`config.mk`:
```
export PLATFORM = sky130hd
export DESIGN_NAME = cnpj_check_digit_validator
export DESIGN_NICKNAME = d
export VERILOG_FILES = /design/src/hdl/cnpj_pkg.sv /design/src/hdl/cnpj_check_digit_validator.sv /design/src/hdl/cnpj_accum.sv
export SDC_FILE = /design/constraint.sdc
export NUM_CORES = 1
export LEC_CHECK = 0
export ABC_AREA = 1
export CAP_MARGIN = 10
export CORE_MARGIN = 5
export CORE_UTILIZATION = 50
export CTS_CLUSTER_DIAMETER = 100
export DETAILED_ROUTE_END_ITERATION = 10
export DONT_BUFFER_PORTS = 1
export HOLD_SLACK_MARGIN = 0.1
export PLACE_DENSITY_LB_ADDON = 0.25
export REMOVE_ABC_BUFFERS = 1
export SLEW_MARGIN = 30
export SYNTH_ARGS = -nofsm -noshare
export SYNTH_HDL_FRONTEND = slang
export SYNTH_SLANG_ARGS = --single-unit
```
`constraint.sdc`:
```
create_clock -name clk_i -period 21 [get_ports clk_i]
set_input_delay 3.15 -clock clk_i [delete_from_list [all_inputs] [get_ports clk_i]]
set_output_delay 3.15 -clock clk_i [all_outputs]
set_load 0.03 [all_outputs]
```
`src/hdl/cnpj_pkg.sv`:
```
// ----------------------------------------------------------------------------
// cnpj_pkg: shared types and tables for the CNPJ check digit validator
// Request and result payloads, status codes, position and weight tables.
// ----------------------------------------------------------------------------
package cnpj_pkg;

  localparam int unsigned PosW = 5;
  localparam logic [PosW-1:0] POS_MAX  = 5'd31;
  localparam logic [PosW-1:0] POS_LAST = 5'd17;
  localparam logic [PosW-1:0] CNPJ_LEN = 5'd18;

  // digit index code for separator positions
  localparam logic [3:0] DIGIT_NONE = 4'hF;
  localparam logic [3:0] DIGIT_FIRST_CHECK  = 4'd12;
  localparam logic [3:0] DIGIT_SECOND_CHECK = 4'd13;
  localparam logic [3:0] DIGIT_BRANCH_FIRST = 4'd8;
  localparam logic [3:0] DIGIT_BRANCH_LAST  = 4'd11;

  typedef enum logic [2:0] {
    ST_OK        = 3'd0,
    ST_LENGTH    = 3'd1,
    ST_REPEAT    = 3'd2,
    ST_BRANCH    = 3'd3,
    ST_CHECK     = 3'd4,
    ST_NON_DIGIT = 3'd5
  } status_e;

  typedef struct packed {
    logic [7:0] char_byte;
    logic       end_of_string;
  } cnpj_in_t;

  typedef struct packed {
    logic       is_valid;
    logic [2:0] status;
  } cnpj_out_t;

  // everything the verdict needs, captured on the final character
  typedef struct packed {
    logic       len_ok;
    logic       non_digit;
    logic       differ;
    logic       branch_ok;
    logic [9:0] sum1;
    logic [9:0] sum2;
    logic [3:0] chk1;
    logic [3:0] chk2;
  } cnpj_snap_t;

  function automatic logic [3:0] digit_index(logic [PosW-1:0] pos);
    logic [3:0] d;
    case (pos)
      5'd0:    d = 4'd0;
      5'd1:    d = 4'd1;
      5'd3:    d = 4'd2;
      5'd4:    d = 4'd3;
      5'd5:    d = 4'd4;
      5'd7:    d = 4'd5;
      5'd8:    d = 4'd6;
      5'd9:    d = 4'd7;
      5'd11:   d = 4'd8;
      5'd12:   d = 4'd9;
      5'd13:   d = 4'd10;
      5'd14:   d = 4'd11;
      5'd16:   d = 4'd12;
      5'd17:   d = 4'd13;
      default: d = DIGIT_NONE;
    endcase
    return d;
  endfunction

  // weights 5..2,9..2 for the first sum
  function automatic logic [3:0] weight_one(logic [3:0] d);
    logic [3:0] w;
    case (d)
      4'd0:    w = 4'd5;
      4'd1:    w = 4'd4;
      4'd2:    w = 4'd3;
      4'd3:    w = 4'd2;
      4'd4:    w = 4'd9;
      4'd5:    w = 4'd8;
      4'd6:    w = 4'd7;
      4'd7:    w = 4'd6;
      4'd8:    w = 4'd5;
      4'd9:    w = 4'd4;
      4'd10:   w = 4'd3;
      4'd11:   w = 4'd2;
      default: w = 4'd0;
    endcase
    return w;
  endfunction

  // weights 6..2,9..3 for the second sum
  function automatic logic [3:0] weight_two(logic [3:0] d);
    logic [3:0] w;
    case (d)
      4'd0:    w = 4'd6;
      4'd1:    w = 4'd5;
      4'd2:    w = 4'd4;
      4'd3:    w = 4'd3;
      4'd4:    w = 4'd2;
      4'd5:    w = 4'd9;
      4'd6:    w = 4'd8;
      4'd7:    w = 4'd7;
      4'd8:    w = 4'd6;
      4'd9:    w = 4'd5;
      4'd10:   w = 4'd4;
      4'd11:   w = 4'd3;
      default: w = 4'd0;
    endcase
    return w;
  endfunction

  // remainder by 11 via reciprocal: q = (s * 1490) >> 14 is exact for s < 1024
  function automatic logic [3:0] mod_eleven(logic [9:0] s);
    logic [20:0] prod;
    logic [6:0]  q;
    logic [10:0] r;
    prod = 21'(s) * 21'd1490;
    q    = prod[20:14];
    r    = {1'b0, s} - 11'(q) * 11'd11;
    return r[3:0];
  endfunction

  // 11 - r, forced to zero when that reaches 10 or more
  function automatic logic [3:0] check_of_rem(logic [3:0] r);
    logic [3:0] c;
    if (r <= 4'd1) begin
      c = 4'd0;
    end else begin
      c = 4'd11 - r;
    end
    return c;
  endfunction

endpackage

```
`src/hdl/cnpj_check_digit_validator.sv`:
```
// ----------------------------------------------------------------------------
// cnpj_check_digit_validator: streaming CNPJ check digit validation
// Validates an 18-character formatted registration number, one byte a request.
// ----------------------------------------------------------------------------
// Usage:
//   Input channel (in_valid_i / in_ready_o / in_data_i) carries one ASCII
//   byte per request, with end_of_string set on the final byte. Separator
//   positions are skipped; digit positions feed two weighted sums.
//   Output channel (out_valid_o / out_ready_i / out_data_o) carries one
//   status per string, raised only for the request that ends the string.
//   Throughput: one byte per cycle, sustained while in_ready_o is high; the
//   running sums take one small multiply and add per byte.
//   Path: the final byte's state is held in the capture register, and the
//   verdict logic, whose remainder-by-11 units are combinational, feeds
//   the output register.
//   Stall: the capture and output registers form a two-deep queue, so bytes
//   keep flowing while a status waits; in_ready_o falls only when both hold
//   an unclaimed status.
//   Reset: clears position, sums and flags and empties both registers.
// ----------------------------------------------------------------------------
module cnpj_check_digit_validator (
  input  logic                clk_i,
  input  logic                rst_ni,
  input  logic                in_valid_i,
  output logic                in_ready_o,
  input  cnpj_pkg::cnpj_in_t  in_data_i,
  output logic                out_valid_o,
  input  logic                out_ready_i,
  output cnpj_pkg::cnpj_out_t out_data_o
);
  import cnpj_pkg::*;

  logic       accept, fire;
  cnpj_snap_t snap;
  cnpj_snap_t s1_q;
  logic       s1_valid_q, s1_valid_d;
  cnpj_out_t  out_q, verdict;
  logic       out_valid_q, out_valid_d;
  logic       out_free, s1_adv;

  logic [3:0] r1, r2, c1, c2, r2b;
  logic [4:0] t;
  status_e    st;

  assign out_free   = !out_valid_q || out_ready_i;
  assign s1_adv     = s1_valid_q && out_free;
  assign in_ready_o = !s1_valid_q || out_free;
  assign accept     = in_valid_i && in_ready_o;

  cnpj_accum u_accum (
    .clk_i    (clk_i),
    .rst_ni   (rst_ni),
    .accept_i (accept),
    .data_i   (in_data_i),
    .fire_o   (fire),
    .snap_o   (snap)
  );

  // verdict from the captured state
  always_comb begin
    r1 = mod_eleven(s1_q.sum1);
    r2 = mod_eleven(s1_q.sum2);
    c1 = check_of_rem(r1);
    t  = {1'b0, r2} + {c1, 1'b0};
    if (t >= 5'd22) begin
      r2b = 4'(t - 5'd22);
    end else if (t >= 5'd11) begin
      r2b = 4'(t - 5'd11);
    end else begin
      r2b = t[3:0];
    end
    c2 = check_of_rem(r2b);

    if (!s1_q.len_ok) begin
      st = ST_LENGTH;
    end else if (s1_q.non_digit) begin
      st = ST_NON_DIGIT;
    end else if (!s1_q.differ) begin
      st = ST_REPEAT;
    end else if (!s1_q.branch_ok) begin
      st = ST_BRANCH;
    end else if ((c1 == s1_q.chk1) && (c2 == s1_q.chk2)) begin
      st = ST_OK;
    end else begin
      st = ST_CHECK;
    end
    verdict.is_valid = (st == ST_OK);
    verdict.status   = st;
  end

  always_comb begin
    s1_valid_d = s1_valid_q;
    if (fire) begin
      s1_valid_d = 1'b1;
    end else if (s1_adv) begin
      s1_valid_d = 1'b0;
    end
    out_valid_d = out_valid_q;
    if (s1_adv) begin
      out_valid_d = 1'b1;
    end else if (out_ready_i) begin
      out_valid_d = 1'b0;
    end
  end

  always_ff @(posedge clk_i or negedge rst_ni) begin
    if (!rst_ni) begin
      s1_valid_q  <= 1'b0;
      out_valid_q <= 1'b0;
    end else begin
      s1_valid_q  <= s1_valid_d;
      out_valid_q <= out_valid_d;
    end
  end

  // payload registers: load on capture and on advance only
  always_ff @(posedge clk_i) begin
    if (fire) begin
      s1_q <= snap;
    end
    if (s1_adv) begin
      out_q <= verdict;
    end
  end

  assign out_valid_o = out_valid_q;
  assign out_data_o  = out_q;

  a_valid_flag: assert property (@(posedge clk_i) disable iff (!rst_ni)
    out_valid_o |-> (out_data_o.is_valid == (out_data_o.status == ST_OK)))
    else $error("is_valid disagrees with status");

  a_stall_full: assert property (@(posedge clk_i) disable iff (!rst_ni)
    !in_ready_o |-> (s1_valid_q && out_valid_q))
    else $error("input stalled with room in the queue");

  a_capture: assert property (@(posedge clk_i) disable iff (!rst_ni)
    fire |=> s1_valid_q)
    else $error("final byte not captured");

  a_advance: assert property (@(posedge clk_i) disable iff (!rst_ni)
    s1_adv |=> out_valid_q)
    else $error("verdict lost on advance");

endmodule

```
`src/hdl/cnpj_accum.sv`:
```
// ----------------------------------------------------------------------------
// cnpj_accum: per-character accumulation of the CNPJ digit state
// Running weighted sums, repeat and branch tracking, check digit capture.
// ----------------------------------------------------------------------------
module cnpj_accum (
  input  logic                 clk_i,
  input  logic                 rst_ni,
  input  logic                 accept_i,
  input  cnpj_pkg::cnpj_in_t   data_i,
  output logic                 fire_o,
  output cnpj_pkg::cnpj_snap_t snap_o
);
  import cnpj_pkg::*;

  logic [PosW-1:0] pos_q, pos_d;
  logic [9:0]      sum1_q, sum1_d, sum2_q, sum2_d;
  logic [3:0]      prev_q, prev_d;
  logic            differ_q, differ_d;
  logic            branch_ok_q, branch_ok_d;
  logic [3:0]      chk1_q, chk1_d, chk2_q, chk2_d;
  logic            non_digit_q, non_digit_d;

  logic [9:0] u_sum1, u_sum2;
  logic [3:0] u_prev, u_chk1, u_chk2;
  logic       u_differ, u_branch_ok, u_non_digit;
  logic [3:0] d_idx, v;
  logic [7:0] prod1, prod2;
  logic       is_digit;
  logic       last;

  assign last   = data_i.end_of_string;
  assign fire_o = accept_i && last;

  always_comb begin
    d_idx    = (pos_q < CNPJ_LEN) ? digit_index(pos_q) : DIGIT_NONE;
    is_digit = (data_i.char_byte >= 8'h30) && (data_i.char_byte <= 8'h39);
    v        = is_digit ? data_i.char_byte[3:0] : 4'd0;
    prod1    = {4'b0, v} * {4'b0, weight_one(d_idx)};
    prod2    = {4'b0, v} * {4'b0, weight_two(d_idx)};

    u_sum1      = sum1_q;
    u_sum2      = sum2_q;
    u_prev      = prev_q;
    u_differ    = differ_q;
    u_branch_ok = branch_ok_q;
    u_chk1      = chk1_q;
    u_chk2      = chk2_q;
    u_non_digit = non_digit_q;

    if (d_idx != DIGIT_NONE) begin
      if (!is_digit) begin
        u_non_digit = 1'b1;
      end
      if ((d_idx != 4'd0) && (v != prev_q)) begin
        u_differ = 1'b1;
      end
      u_prev = v;
      // weights are zero for the check digits, so the add is harmless there
      u_sum1 = sum1_q + {2'b0, prod1};
      u_sum2 = sum2_q + {2'b0, prod2};
      if ((d_idx >= DIGIT_BRANCH_FIRST) && (d_idx < DIGIT_BRANCH_LAST) && (v != 4'd0)) begin
        u_branch_ok = 1'b0;
      end
      if ((d_idx == DIGIT_BRANCH_LAST) && (v != 4'd1) && (v != 4'd2)) begin
        u_branch_ok = 1'b0;
      end
      if (d_idx == DIGIT_FIRST_CHECK) begin
        u_chk1 = v;
      end
      if (d_idx == DIGIT_SECOND_CHECK) begin
        u_chk2 = v;
      end
    end

    snap_o.len_ok    = (pos_q == POS_LAST);
    snap_o.non_digit = u_non_digit;
    snap_o.differ    = u_differ;
    snap_o.branch_ok = u_branch_ok;
    snap_o.sum1      = u_sum1;
    snap_o.sum2      = u_sum2;
    snap_o.chk1      = u_chk1;
    snap_o.chk2      = u_chk2;
  end

  always_comb begin
    pos_d       = pos_q;
    sum1_d      = sum1_q;
    sum2_d      = sum2_q;
    prev_d      = prev_q;
    differ_d    = differ_q;
    branch_ok_d = branch_ok_q;
    chk1_d      = chk1_q;
    chk2_d      = chk2_q;
    non_digit_d = non_digit_q;
    if (accept_i) begin
      if (last) begin
        // start afresh for the next string
        pos_d       = '0;
        sum1_d      = '0;
        sum2_d      = '0;
        prev_d      = '0;
        differ_d    = 1'b0;
        branch_ok_d = 1'b1;
        chk1_d      = '0;
        chk2_d      = '0;
        non_digit_d = 1'b0;
      end else begin
        pos_d       = (pos_q < POS_MAX) ? pos_q + 5'd1 : POS_MAX;
        sum1_d      = u_sum1;
        sum2_d      = u_sum2;
        prev_d      = u_prev;
        differ_d    = u_differ;
        branch_ok_d = u_branch_ok;
        chk1_d      = u_chk1;
        chk2_d      = u_chk2;
        non_digit_d = u_non_digit;
      end
    end
  end

  always_ff @(posedge clk_i or negedge rst_ni) begin
    if (!rst_ni) begin
      pos_q       <= '0;
      sum1_q      <= '0;
      sum2_q      <= '0;
      prev_q      <= '0;
      differ_q    <= 1'b0;
      branch_ok_q <= 1'b1;
      chk1_q      <= '0;
      chk2_q      <= '0;
      non_digit_q <= 1'b0;
    end else begin
      pos_q       <= pos_d;
      sum1_q      <= sum1_d;
      sum2_q      <= sum2_d;
      prev_q      <= prev_d;
      differ_q    <= differ_d;
      branch_ok_q <= branch_ok_d;
      chk1_q      <= chk1_d;
      chk2_q      <= chk2_d;
      non_digit_q <= non_digit_d;
    end
  end

endmodule

```
Word-level counts from Yosys, hierarchy flattened. Memories as Yosys holds them, arrays and structs flattened. Index checks and enable logic that the tools add are counted.

Equal/unequal tests: 10. Multipliers: 6. Bitwise gates (word level): 0. Divide/modulo/power cells: 0. Muxes and demuxes: 39. $lt $le $gt $ge: 10. Reduce and logical (&&, ||, !) cells: 21. Add/sub/neg operators: 10. Shifts and indexed selects: 0.

Operators by type and width (count): 4-bit 2-to-1 mux (14); 10-bit by 10-bit multiplier with 20-bit output, second input constant (2); 10-bit 2-to-1 mux (4); 10-bit by 8-bit adder with 10-bit output (2); 4-bit by 4-bit multiplier with 8-bit output (2); 3-bit 2-to-1 mux (5); 7-bit by 4-bit multiplier with 4-bit output, second input constant (2); 1-bit 2-to-1 mux (14); 4-bit == test, second input constant (3); 1-bit logical AND (10); 5-bit < comparator, second input constant (2); 5-bit 2-to-1 mux (2); 4-bit == test (2); 8-bit by 6-bit >= comparator with 1-bit output, second input constant (1); 4-bit by 1-bit less-or-equal comparator with 1-bit output, second input constant (2); 8-bit by 6-bit less-or-equal comparator with 1-bit output, second input constant (1); 4-bit nonzero test (2); 4-bit subtractor (2); 4-bit subtractor, first input constant (2); 2-bit nonzero test (3); 4-bit by 5-bit adder with 5-bit output (1); 5-bit by 1-bit adder with 5-bit output, second input constant (1); 5-bit == test, second input constant (1); 5-bit by 4-bit >= comparator with 1-bit output, second input constant (1); 13 further kinds (15).

Memories: 3. Bits of input ports: 13. ROM bits: 256. Bits in registers: 78. Logic and storage cells: 120. Output and inout port bits: 6. Memory bits (writable): 0. Latch bits: 0.

Memory list: (no name shown) (depth 32, width 4, rd ports 1, clocked after memory_dff 0, wr ports 0, RTL line cnpj_pkg.sv:52) `case (pos)`; (no name shown) (depth 16, width 4, rd ports 1, clocked after memory_dff 0, wr ports 0, RTL line cnpj_pkg.sv:75) `case (d)`; (no name shown) (depth 16, width 4, rd ports 1, clocked after memory_dff 0, wr ports 0, RTL line cnpj_pkg.sv:96) `case (d)`.

Logic depth before layout (Yosys ltp). Gate-level depths: netlist of run 1.

Depth in word-level cells: 19. Gate-level depth with buffers: 59. Depth with buffers taken out: 59.

By module. Synthesis of run 1 repeated with hierarchy kept, for this count alone.

Cells, all modules: 1203. Area total of the unflattened synthesis: 9990.8 um^2.

By module, submodules not included: cnpj_check_digit_validator (instances 1, area an instance 5693.0 um^2, cells an instance 595, seq. area each 1131.1 um^2); cnpj_accum (instances 1, area an instance 4297.9 um^2, cells an instance 608, seq. area each 1002.2 um^2).

Least setup slack after synthesis of run 1. OpenSTA, ideal clock, no wires.

Path type: reg2reg. Start: register s1_q[21] in the netlist's numbering. End: register out_q, in the netlist out_data_o[2] (data pin). Stages on the path, launching flop included: 56. Slack: 12339 ps. Data arrival time: 8408 ps. Data required time: 20747 ps. Setup time: 253 ps. Path buffers: 0. Clock period less this slack: 8661 ps. Cells stage by stage: edfxtp_1 > ha_1 > fa_1 > fa_1 > inv_1 > fa_1 > inv_1 > ha_1 > ha_1 > a21oi_1 > a21boi_2 > nand3_1 > nand2_1 > nand2_1 > nand2_1 > nand2_1 > ha_1 > inv_1 > [20 not listed] > nand3_1 > nand2_2 > nand2_4 > nand2_2 > nand2_1 > nand2_2 > nand2_4 > ha_1 > nand3_2 > nand2_4 > nand2_4 > nand2_1 > nand2_1 > nand2_1 > nor2_2 > nand2_2 > nand2_2 > a21oi_2.

Word-level cells in the longest chain between the ends: 18. Elaborated cells between the ends (all ways): 24. Those cells by class: add/sub: 6; mul: 2; order compare: 4; eq/ne: 2; mux: 9; reduce/logical: 1.

Ends and longest elaborated chain: start: declaration (RTL line cnpj_check_digit_validator.sv:35) `cnpj_snap_t s1_q;`; start signal: assignment (RTL line cnpj_check_digit_validator.sv:119) `s1_q <= snap;`; 10-bit by 10-bit multiplier with 20-bit output (RTL line cnpj_pkg.sv:119) `prod = 21'(s) * 21'd1490;`; 7-bit by 4-bit multiplier with 4-bit output (RTL line cnpj_pkg.sv:121) `r = {1'b0, s} - 11'(q) * 11'd11;`; 4-bit subtractor * (RTL line cnpj_pkg.sv:121); 4-bit subtractor or 4-bit by 1-bit less-or-equal comparator with 1-bit output (tied branches) (RTL line cnpj_pkg.sv:131, cnpj_pkg.sv:128); 4-bit 2-to-1 mux * (RTL line cnpj_pkg.sv:128) `if (r <= 4'd1) begin`; 4-bit by 5-bit adder with 5-bit output (RTL line cnpj_check_digit_validator.sv:64) `t = {1'b0, r2} + {c1, 1'b0};`; 4-bit subtractor or 5-bit by 4-bit >= comparator with 1-bit output (tied branches) (RTL line cnpj_check_digit_validator.sv:68, cnpj_check_digit_validator.sv:67); 4-bit 2-to-1 mux (RTL line cnpj_check_digit_validator.sv:67) `end else if (t >= 5'd11) begin`; [3 not listed]; 4-bit == test (RTL line cnpj_check_digit_validator.sv:82) `end else if ((c1 == s1_q.chk1) && (c2 == s1_q.chk2)) begin`; 1-bit logical AND * (RTL line cnpj_check_digit_validator.sv:82); 3-bit 2-to-1 mux * (RTL line cnpj_check_digit_validator.sv:82); 3-bit 2-to-1 mux * (RTL line cnpj_check_digit_validator.sv:80) `end else if (!s1_q.branch_ok) begin`; 3-bit 2-to-1 mux * (RTL line cnpj_check_digit_validator.sv:78) `end else if (!s1_q.differ) begin`; 3-bit 2-to-1 mux * (RTL line cnpj_check_digit_validator.sv:76) `end else if (s1_q.non_digit) begin`; 3-bit 2-to-1 mux * (RTL line cnpj_check_digit_validator.sv:74) `if (!s1_q.len_ok) begin`; named net st[2] (RTL line cnpj_check_digit_validator.sv:43) `status_e st;`; end signal: assignment (RTL line cnpj_check_digit_validator.sv:122) `out_q <= verdict;`; end: declaration (RTL line cnpj_check_digit_validator.sv:37) `cnpj_out_t out_q, verdict;`.

Mark *: on every way through the listed nets, which the timed path passes. The rest lies on a longest branch. A chain may end at the register's enable or synchronous reset.

Worst setup path after layout of run 1. Same ends and word-level chain as after synthesis.

==> results of run 1 <==
cell type report:
type / instances / area [sq um]
Sequential cell: 78 / 2130
Multi-Input combinational cell: 724 / 6240
Tap cell: 234 / 293
Fill cell: 1717 / 8670
Clock buffer: 9 / 225
Clock inverter: 7 / 62.6
Inverter: 263 / 992
Timing Repair Buffer: 3 / 22.5
state kept, by name (all words and copies together), names as in the netlist:
name                 count
out_data_o               4
out_valid_o              1
s1_q                    32
s1_valid_q               1
u_accum.branch_ok_q      1
u_accum.chk1_q           4
u_accum.chk2_q           4
u_accum.differ_q         1
u_accum.non_digit_q      1
u_accum.pos_q            5
u_accum.prev_q           4
u_accum.sum1_q          10
u_accum.sum2_q          10
worst reg2reg max path: cells and delay by family, from the launching register on:
| kind | cells | cell delay, ps |
|---|---|---|
| AND/OR/NAND/NOR | 26 | 2300 |
| adder cells (fa/ha/maj) | 14 | 4970 |
| AO/OA/AOI/OAI | 5 | 730 |
| XOR/XNOR | 1 | 200 |
| flip-flops | 1 | 540 |
| buffers and inverters | 7 | 440 |
worst max path at each step:
stage / startpoint / endpoint / cells after the start
floorplan: s1_q[21] / out_data_o[2] / 55
global placement: s1_q[21] / out_data_o[2] / 53
detailed placement: s1_q[21] / out_data_o[2] / 54
CTS: s1_q[21] / out_data_o[2] / 54
global route: s1_q[21] / out_data_o[2] / 53
finish: s1_q[21] / out_data_o[2] / 53
cell families after synthesis:
group	after synthesis	share of synthesized area [%]
buffers and inverters	275	11.1
XOR/XNOR	51	4.82
AO/OA/AOI/OAI	140	8.58
flip-flops	78	22.7
AND/OR/NAND/NOR	289	14.9
adder cells (fa/ha/maj)	244	37.9
layout by cell type, fill, tap and decap left out, drive strengths merged, types with 4 or more instances in the layout:
cell type    n
nand2      164
clkinv       4
or2          6
xor2        30
nand3       37
o21ai       67
clkbuf       9
edfxtp      36
o22ai       14
xnor2       21
a21oi       39
ha         175
a22o         4
inv        265
dfrtp       41
nand3b       4
fa          69
nor3         9
nor2        62
through the flow:
step / instances / utilization (%) / hold WS, ps / setup slack [ps] / cell area, sq um
global placement: 1302 / 51.9 / 451 / 11810 / 9680
CTS: 1318 / 53.5 / 506 / 11610 / 9970
global route: 1318 / 53.5 / 542 / 10850 / 9970
finish: 1318 / 53.5 / 502 / 11610 / 9970
detailed placement: 1302 / 51.9 / 491 / 11610 / 9680
floorplan: 1065 / - / 447 / 12340 / 9360
cells in the mapped netlist (all sizes together) (6+ instances only):
library cell / instances / area (sq um)
nand3: 37 / 245
nor3: 9 / 66.3
edfxtp: 36 / 1080
xnor2: 21 / 184
fa: 69 / 1380
clkbuf: 6 / 22.5
or2: 6 / 37.5
buf: 6 / 35.0
a21oi: 39 / 210
dfrtp: 41 / 1030
nand2: 164 / 721
ha: 175 / 2190
o21ai: 67 / 343
inv: 260 / 978
o22ai: 14 / 87.6
nor2: 62 / 258
xor2: 30 / 270
metal layers:
layer  vias up  wire length [um]
met2        74              8200
met1      3014              8490
li1       3421                 -
met4         0               311
met5         -                 0
met3        23               486
==> results.cfg, run 1 <==
[place]
port_buffers = 0
dp_hpwl_um = 14100
place_congestion = 0.847

[setup_path]
path_max_fanout = 7
rr_endpoint = out_data_o[2]
regToRegSetupSlack_ps = 11610
cp_top_family = adder cells
cp.required_ps = 21110
setup.worst_path.end_class = register
critPathMaxStageDelay_ps = 540
slowest_stage = edfxtp_1
worst-r2r-cell-count = 53
worst_r2r_startpoint = s1_q[21]
crit_buf_inv = 7
critPathKind = reg -> reg
crit_path_start_kind = register
arrival_ps = 9490
worst_path_most_repeated_cell = ha_1

[finish]
layout-drive-gt1-share_pct = 8.03
syn2layout_area_growth_pct = 5.90
fin_nets = 1336
diodes = 0

[global_route]
first_global_vias = 6610
grt_busiest_layer = met2
antenna_found_initial = 0
grt_use_met1_pct = 23.8
grtUsageMet3_pct = 2.19
grt_pass1_wl_um = 31200
grt_max_degree = 43
grt.overflow.total = 0
gr-usage-met2_pct = 29.4
grt_util_all_layers_pct = 17.4

[routing]
ant_nets = 0
via_per_inst = 4.96
drc = 0
dr.pass1.iters = 4
totalWireLength_um = 17500
drt_iter0_drc = 232
vias = 6532
wire_per_inst_um = 13.3

[synth]
synthArstFlopShare_pct = 53.8
ys_seq_elements = 78
yosysWarnings = 0
ys_types = 51
synth_seq_area_share_pct = 22.7
syn-cell-area_sq_mm = 0.00942
synthFlopType = dfrtp_1
synth_edf_count = 36
avgSynthCellArea_sq_um = 8.74
syn_inst = 1077

[sta]
worst_pin_slew_ps = 827
timing.final.crit_share_pct = 44.7
setup_tns_ps = 0
rsz0062_at_grt = no
setup_violations = 0
maxSlewViolCount = 0
hold_viol_final = 0
max_freq_ghz = 0.107
slew_headroom_pct = 44.5
finClkSkew_ps = 8.95
period_needed_ps = 9390

[worst_hold_path]
hold_class = reg -> reg
worstHoldStart = s1_valid_q
holdPathEnd = out_valid_o
holdPathStages = 2

[clock_tree]
cts_root_buf = clkbuf_16
cts_made_buffers = 9
cts_tree = done
clock_latency_ps = 350
clkTransAtPathRegs_ps = 60
ctsResizeCount = 0
post-cts-setup-buffers = 0
cts_max_path_buffers = 2
cts.htree.levels = 3
cts_sinks = 78
postCtsHoldBufs = 0

[floorplanning]
placementRows = 50
fp.dieH_um = 147
initial_core_util_pct = 50.5
die_area_sq_mm = 0.0217
die_x_um = 147
ioPinCount = 19
coreArea_sq_mm = 0.0186

[status]
status = completed

[job]
drv_cap = 0
Power of run 1 is left out: the tool's default activity adds up to more than one toggle a clock period on the data nets, which glitch-free logic cannot reach.
==> run 2, diff against run 1 <==
==> constraint.sdc (replaced) <==
create_clock -name clk_i -period 7.7 [get_ports clk_i]
set_input_delay 1.155 -clock clk_i [delete_from_list [all_inputs] [get_ports clk_i]]
set_output_delay 1.155 -clock clk_i [all_outputs]
set_load 0.03 [all_outputs]
==> run 2 against run 1 <==
The run now ends with setup timing left. Register-to-register slack got worse by 12000 ps. Final cell count rose by 7.0%. First-iteration DRC count rose by 1.7%. Design area rose by 11%. Via count rose by 6.5%. Critical path depth rose by 3. Core utilization rose by 5.9 points. Worst setup slack got worse by 12000 ps. Critical path type unchanged. Critical endpoint unchanged. Largest cell class unchanged.
==> results.cfg, run 2 (synthesis results as in run 1) <==
[finish]
largest_register = s1_q
multiInputGateArea_sq_mm = 0.00657
final_common_cell = inv_1
layout-drive-gt1-share_pct = 19.4
syn2layout_area_growth_pct = 17.5
largest_reg_flops = 32
fin_nets = 1428
register_area_sq_mm = 0.00213
n_fill_cell = 1576
largestRegisters = s1_q x32, u_accum.sum1_q x10, u_accum.sum2_q x10
final_area_sq_mm = 0.0111
final_cell_mix = inv_1 (244), ha_1 (155), nand2_1 (131)
diodes = 0

[setup_path]
cp_top_family = adder cells
crit_buf_inv = 8
crit_path_start_kind = register
setup.worst_path.end_class = register
critPathMaxStageDelay_ps = 580
slowest_stage = fa_1
worst_path_most_repeated_cell = nand2_2
path_max_fanout = 6
critPathKind = reg -> reg
cp.required_ps = 7800
arrival_ps = 8640

[global_route]
first_global_vias = 6885
grt_max_degree = 43
grt.overflow.total = 0
grt_pass1_wl_um = 31400
antenna_found_initial = 0
grt_util_all_layers_pct = 17.5

[clock_tree]
clock_latency_ps = 350
cts_root_buf = clkbuf_16
clkTransAtPathRegs_ps = 70
cts_tree = done
cts.htree.levels = 3
cts_max_path_buffers = 2
cts_sinks = 78
cts_made_buffers = 9

[routing]
vias = 6955
dr.pass1.iters = 5
drt_iter0_drc = 236
totalWireLength_um = 18400
ant_nets = 0
via_per_inst = 4.93
wire_per_inst_um = 13.0
drc = 0

[sta]
worst_pin_slew_ps = 874
finClkSkew_ps = 6.46
rsz0062_at_grt = yes
setup_violations = 2
period_needed_ps = 8540
timing.final.ws_setup_ps = -838
timing.final.crit_share_pct = 111
max_freq_ghz = 0.117
hold_viol_final = 0
hold_ws_ps = 484
maxSlewViolCount = 0
setup_tns_ps = -1560
slew_headroom_pct = 41.4

[status]
status = finished, violations left
violations = setup timing

[place]
dp_hpwl_um = 14500
place_congestion = 0.866
port_buffers = 0
dpl_cell_area_sq_mm = 0.0102

[floorplanning]
placementRows = 50
die_x_um = 147
ioPinCount = 19
coreArea_sq_mm = 0.0186
die_area_sq_mm = 0.0217
fp.dieH_um = 147
initial_core_util_pct = 50.5

[job]
drv_cap = 0

[worst_hold_path]
hold_class = reg -> reg
run 2: stage by stage:
step	setup WS, ps	cells	utilization (%)
global placement	-1160	1371	54.7
finish	-838	1410	59.4
detailed placement	-1430	1371	54.7
global route	-1400	1410	59.4
CTS	-796	1402	57.9
floorplan	-961	1065	-
run 2: worst register-to-register path: cells and delay by family, from the launching register on:
kind / cells / cell delay (ps)
XOR/XNOR: 1 / 190
flip-flops: 1 / 450
AO/OA/AOI/OAI: 5 / 680
AND/OR/NAND/NOR: 28 / 1910
buffers and inverters: 8 / 530
adder cells (fa/ha/maj): 14 / 4570
run 2: worst paths after layout:
kind                       startpoint                  end  slack, ps  cells past startpoint
hold / removal             s1_valid_q          out_valid_o        480                      2
max in group asynchronous      rst_ni  u_accum.branch_ok_q       7020                      0
setup / recovery             s1_q[23]        out_data_o[2]       -840                     56
setup reg to reg             s1_q[23]        out_data_o[2]       -840                     56
hold reg to reg            s1_valid_q          out_valid_o        480                      2
min in group asynchronous      rst_ni     u_accum.pos_q[3]        500                      0
run 2: metal layers:
| metal | part of all wire, % | up-vias | wire length [um] | global-route usage, % |
|---|---|---|---|---|
| met5 | 0 | - | 0 | 0 |
| met4 | 1.3 | 0 | 239 | 4.15 |
| met3 | 2.8 | 23 | 507 | 2.50 |
| met2 | 49 | 89 | 9060 | 30.4 |
| met1 | 47 | 3244 | 8580 | 23.1 |
| li1 | - | 3599 | - | - |
run 2: final cells by class:
type                       count  area share, %
multi-input combinational    724           59.4
inverter                     263           8.96
clock buffer                   9           2.03
clock inverter                 7          0.983
tap                          234           2.64
timing repair buffer          95           6.71
sequential                    78           19.3
run 2: timing repair:
| item | 4_1_cts | 5_1_grt |
|---|---|---|
| endpoints found under the setup margin | 2 | 2 |
| buffers inserted | 15 | 8 |
| pin swaps | 47 | 52 |
| resized for setup | 28 | 40 |
| hold buffers | 0 | 0 |
Power of run 2 is left out for the same reason.
==> run 3, diff against run 2 <==
--- a/config.mk
+++ b/config.mk
@@ -18,4 +18,5 @@
 export SLEW_MARGIN = 30
 export SYNTH_ARGS = -nofsm -noshare
 export SYNTH_HDL_FRONTEND = slang
+export SYNTH_HIERARCHICAL = 1
 export SYNTH_SLANG_ARGS = --single-unit
==> run 3 against run 2 <==
The run still ends with setup timing left. Die area up 5.7%. Design area grew 6.1%. First-iteration DRC count grew 28%. Critical path type unchanged. Worst hold slack worse by 11 ps.
==> results.cfg, run 3 <==
[status]
status = finished, violations left
violations = setup timing

[setup_path]
crit_path_start_kind = register
worst_path_most_repeated_cell = nand2_2
arrival_ps = 8570
critPathKind = reg -> reg
path_max_fanout = 6
cp.required_ps = 7790
critPathMaxStageDelay_ps = 540
slowest_stage = fa_1
setup.worst_path.end_class = register

[synth]
ys_seq_elements = 78
synth.most_common_cell = inv_1
yosysTopAreaCell = ha_1
ys_types = 51
synth.area.top_cells = ha_1 (22%), fa_1 (14%), edfxtp_1 (11%), dfrtp_1 (10%), inv_1 (8.7%)
synthFlopType = dfrtp_1
synth_seq_area_share_pct = 21.4
synth_edf_count = 36
synthArstFlopShare_pct = 53.8
synth_top_area_share_pct = 22.0
syn_inst = 1203
avgSynthCellArea_sq_um = 8.30
synth_compound_area_share_pct = 6.52
yosys.area_share.simple_pct = 22.1
synthAdderAreaFrac_pct = 35.9
synth_common_cells = inv_1 (231), nand2_1 (222), ha_1 (176)
syn-cell-area_sq_mm = 0.00999
synth_top_family_by_area = adder cells
yosysWarnings = 6
synth.area.mux_share_pct = 0
synth_xor_xnor_area_share_pct = 3.77

[sta]
rsz0062_at_grt = yes
maxSlewViolCount = 0
max_freq_ghz = 0.118
timing.final.crit_share_pct = 110
hold_viol_final = 0
finClkSkew_ps = 6.66
period_needed_ps = 8480
setup_violations = 2
setup_tns_ps = -1450
slew_headroom_pct = 43.5
timing.final.ws_setup_ps = -781
worst_pin_slew_ps = 847
hold_ws_ps = 473

[clock_tree]
cts_sinks = 78
clkTransAtPathRegs_ps = 60
cts.htree.levels = 3
cts_made_buffers = 9
cts_root_buf = clkbuf_16
cts_tree = done
cts_max_path_buffers = 2
clock_latency_ps = 340

[global_route]
grt.overflow.total = 0
antenna_found_initial = 0
first_global_vias = 7924
grt_max_degree = 43
grt_util_all_layers_pct = 18.8
grt_pass1_wl_um = 35400

[routing]
dr.pass1.iters = 5
via_per_inst = 5.00
ant_nets = 0
wire_per_inst_um = 13.0
vias = 7836
drc = 0
totalWireLength_um = 20400
drt_iter0_drc = 301

[job]
drv_cap = 0

[finish]
final_cell_mix = inv_1 (220), nand2_1 (213), ha_1 (147)
final_common_cell = inv_1
diodes = 0
layout-drive-gt1-share_pct = 19.4
instances_no_fill = 1567
n_fill_cell = 1690
largestRegisters = s1_q x32, u_accum/sum1_q x10, u_accum/sum2_q x10
largest_register = s1_q
largest_reg_flops = 32
fin_nets = 1555
syn2layout_area_growth_pct = 17.6

[place]
port_buffers = 0
place_congestion = 0.862
dp_hpwl_um = 15800
dp.cells = 1528

[worst_hold_path]
hold_class = reg -> reg

[floorplanning]
placementRows = 51
coreArea_sq_mm = 0.0196
die_area_sq_mm = 0.0229
die_x_um = 151
fp.dieH_um = 151
initial_core_util_pct = 51.0
ioPinCount = 19
## run 3: worst paths after layout
path	from	endpoint	slack, ps	cells past startpoint
worst max-delay path	s1_q[22]	out_data_o[2]	-780	52
worst min-delay path	s1_valid_q	out_valid_o	470	2
worst max register to register	s1_q[22]	out_data_o[2]	-780	52
worst min register to register	s1_valid_q	out_valid_o	470	2
max in group asynchronous	rst_ni	u_accum/branch_ok_q	7020	0
min in group asynchronous	rst_ni	u_accum/pos_q[2]	510	0
## run 3: cell type report
cell class / instances / area (sq um) / area share, %
multi-input cells: 866 / 7290 / 62.1
flip-flops and latches: 78 / 2130 / 18.2
inverters: 240 / 910 / 7.74
repair buffers: 102 / 785 / 6.68
well taps: 265 / 332 / 2.82
clock buffers: 11 / 233 / 1.98
clock inverters: 5 / 58.8 / 0.501
## run 3: timing repair
action,CTS,global route
cloned,0,0
setup endpoints to repair,2,2
hold buffers,0,0
pin swaps,50,43
setup buffers,21,2
resized for setup,52,35
## run 3: critical path: cells and delay by family, from the launching register on
kind                       cells  cell delay, ps
xor gates and xnor gates       3             400
buffers and inverters          9             640
DFF                            1             510
adders and majority gates     13            3920
AOI/OAI and AO/OA              4             460
and+or+nand+nor               23            2280
## run 3: logic make-up (layout without fill, tap and decap cells)
family | after synthesis | in the layout
AOI/OAI and AO/OA | 111 | 111
xor gates and xnor gates | 43 | 43
adders and majority gates | 245 | 245
buffers and inverters | 259 | 358
DFF | 78 | 78
and+or+nand+nor | 467 | 467
## run 3: per-layer routing
| metal | vias to the layer above | part of all wire (%) | wire length, um | global-route usage (%) |
|---|---|---|---|---|
| met5 | - | 0 | 0 | 0 |
| met4 | 0 | 1.7 | 346 | 5.12 |
| met3 | 27 | 2.3 | 462 | 2.03 |
| met2 | 92 | 49 | 10100 | 32.3 |
| met1 | 3686 | 47 | 9470 | 25.1 |
| li1 | 4031 | - | - | - |
## run 3: metrics by stage
step	setup slack [ps]	util [%]	instance area, sq um
final	-781	60.0	11700
after global routing	-1260	60.0	11700
after CTS	-744	58.9	11500
after detailed placement	-1420	55.1	10800
after global placement	-1150	55.1	10800
after floorplan	-1000	-	9860
Power of run 3 is left out for the same reason.
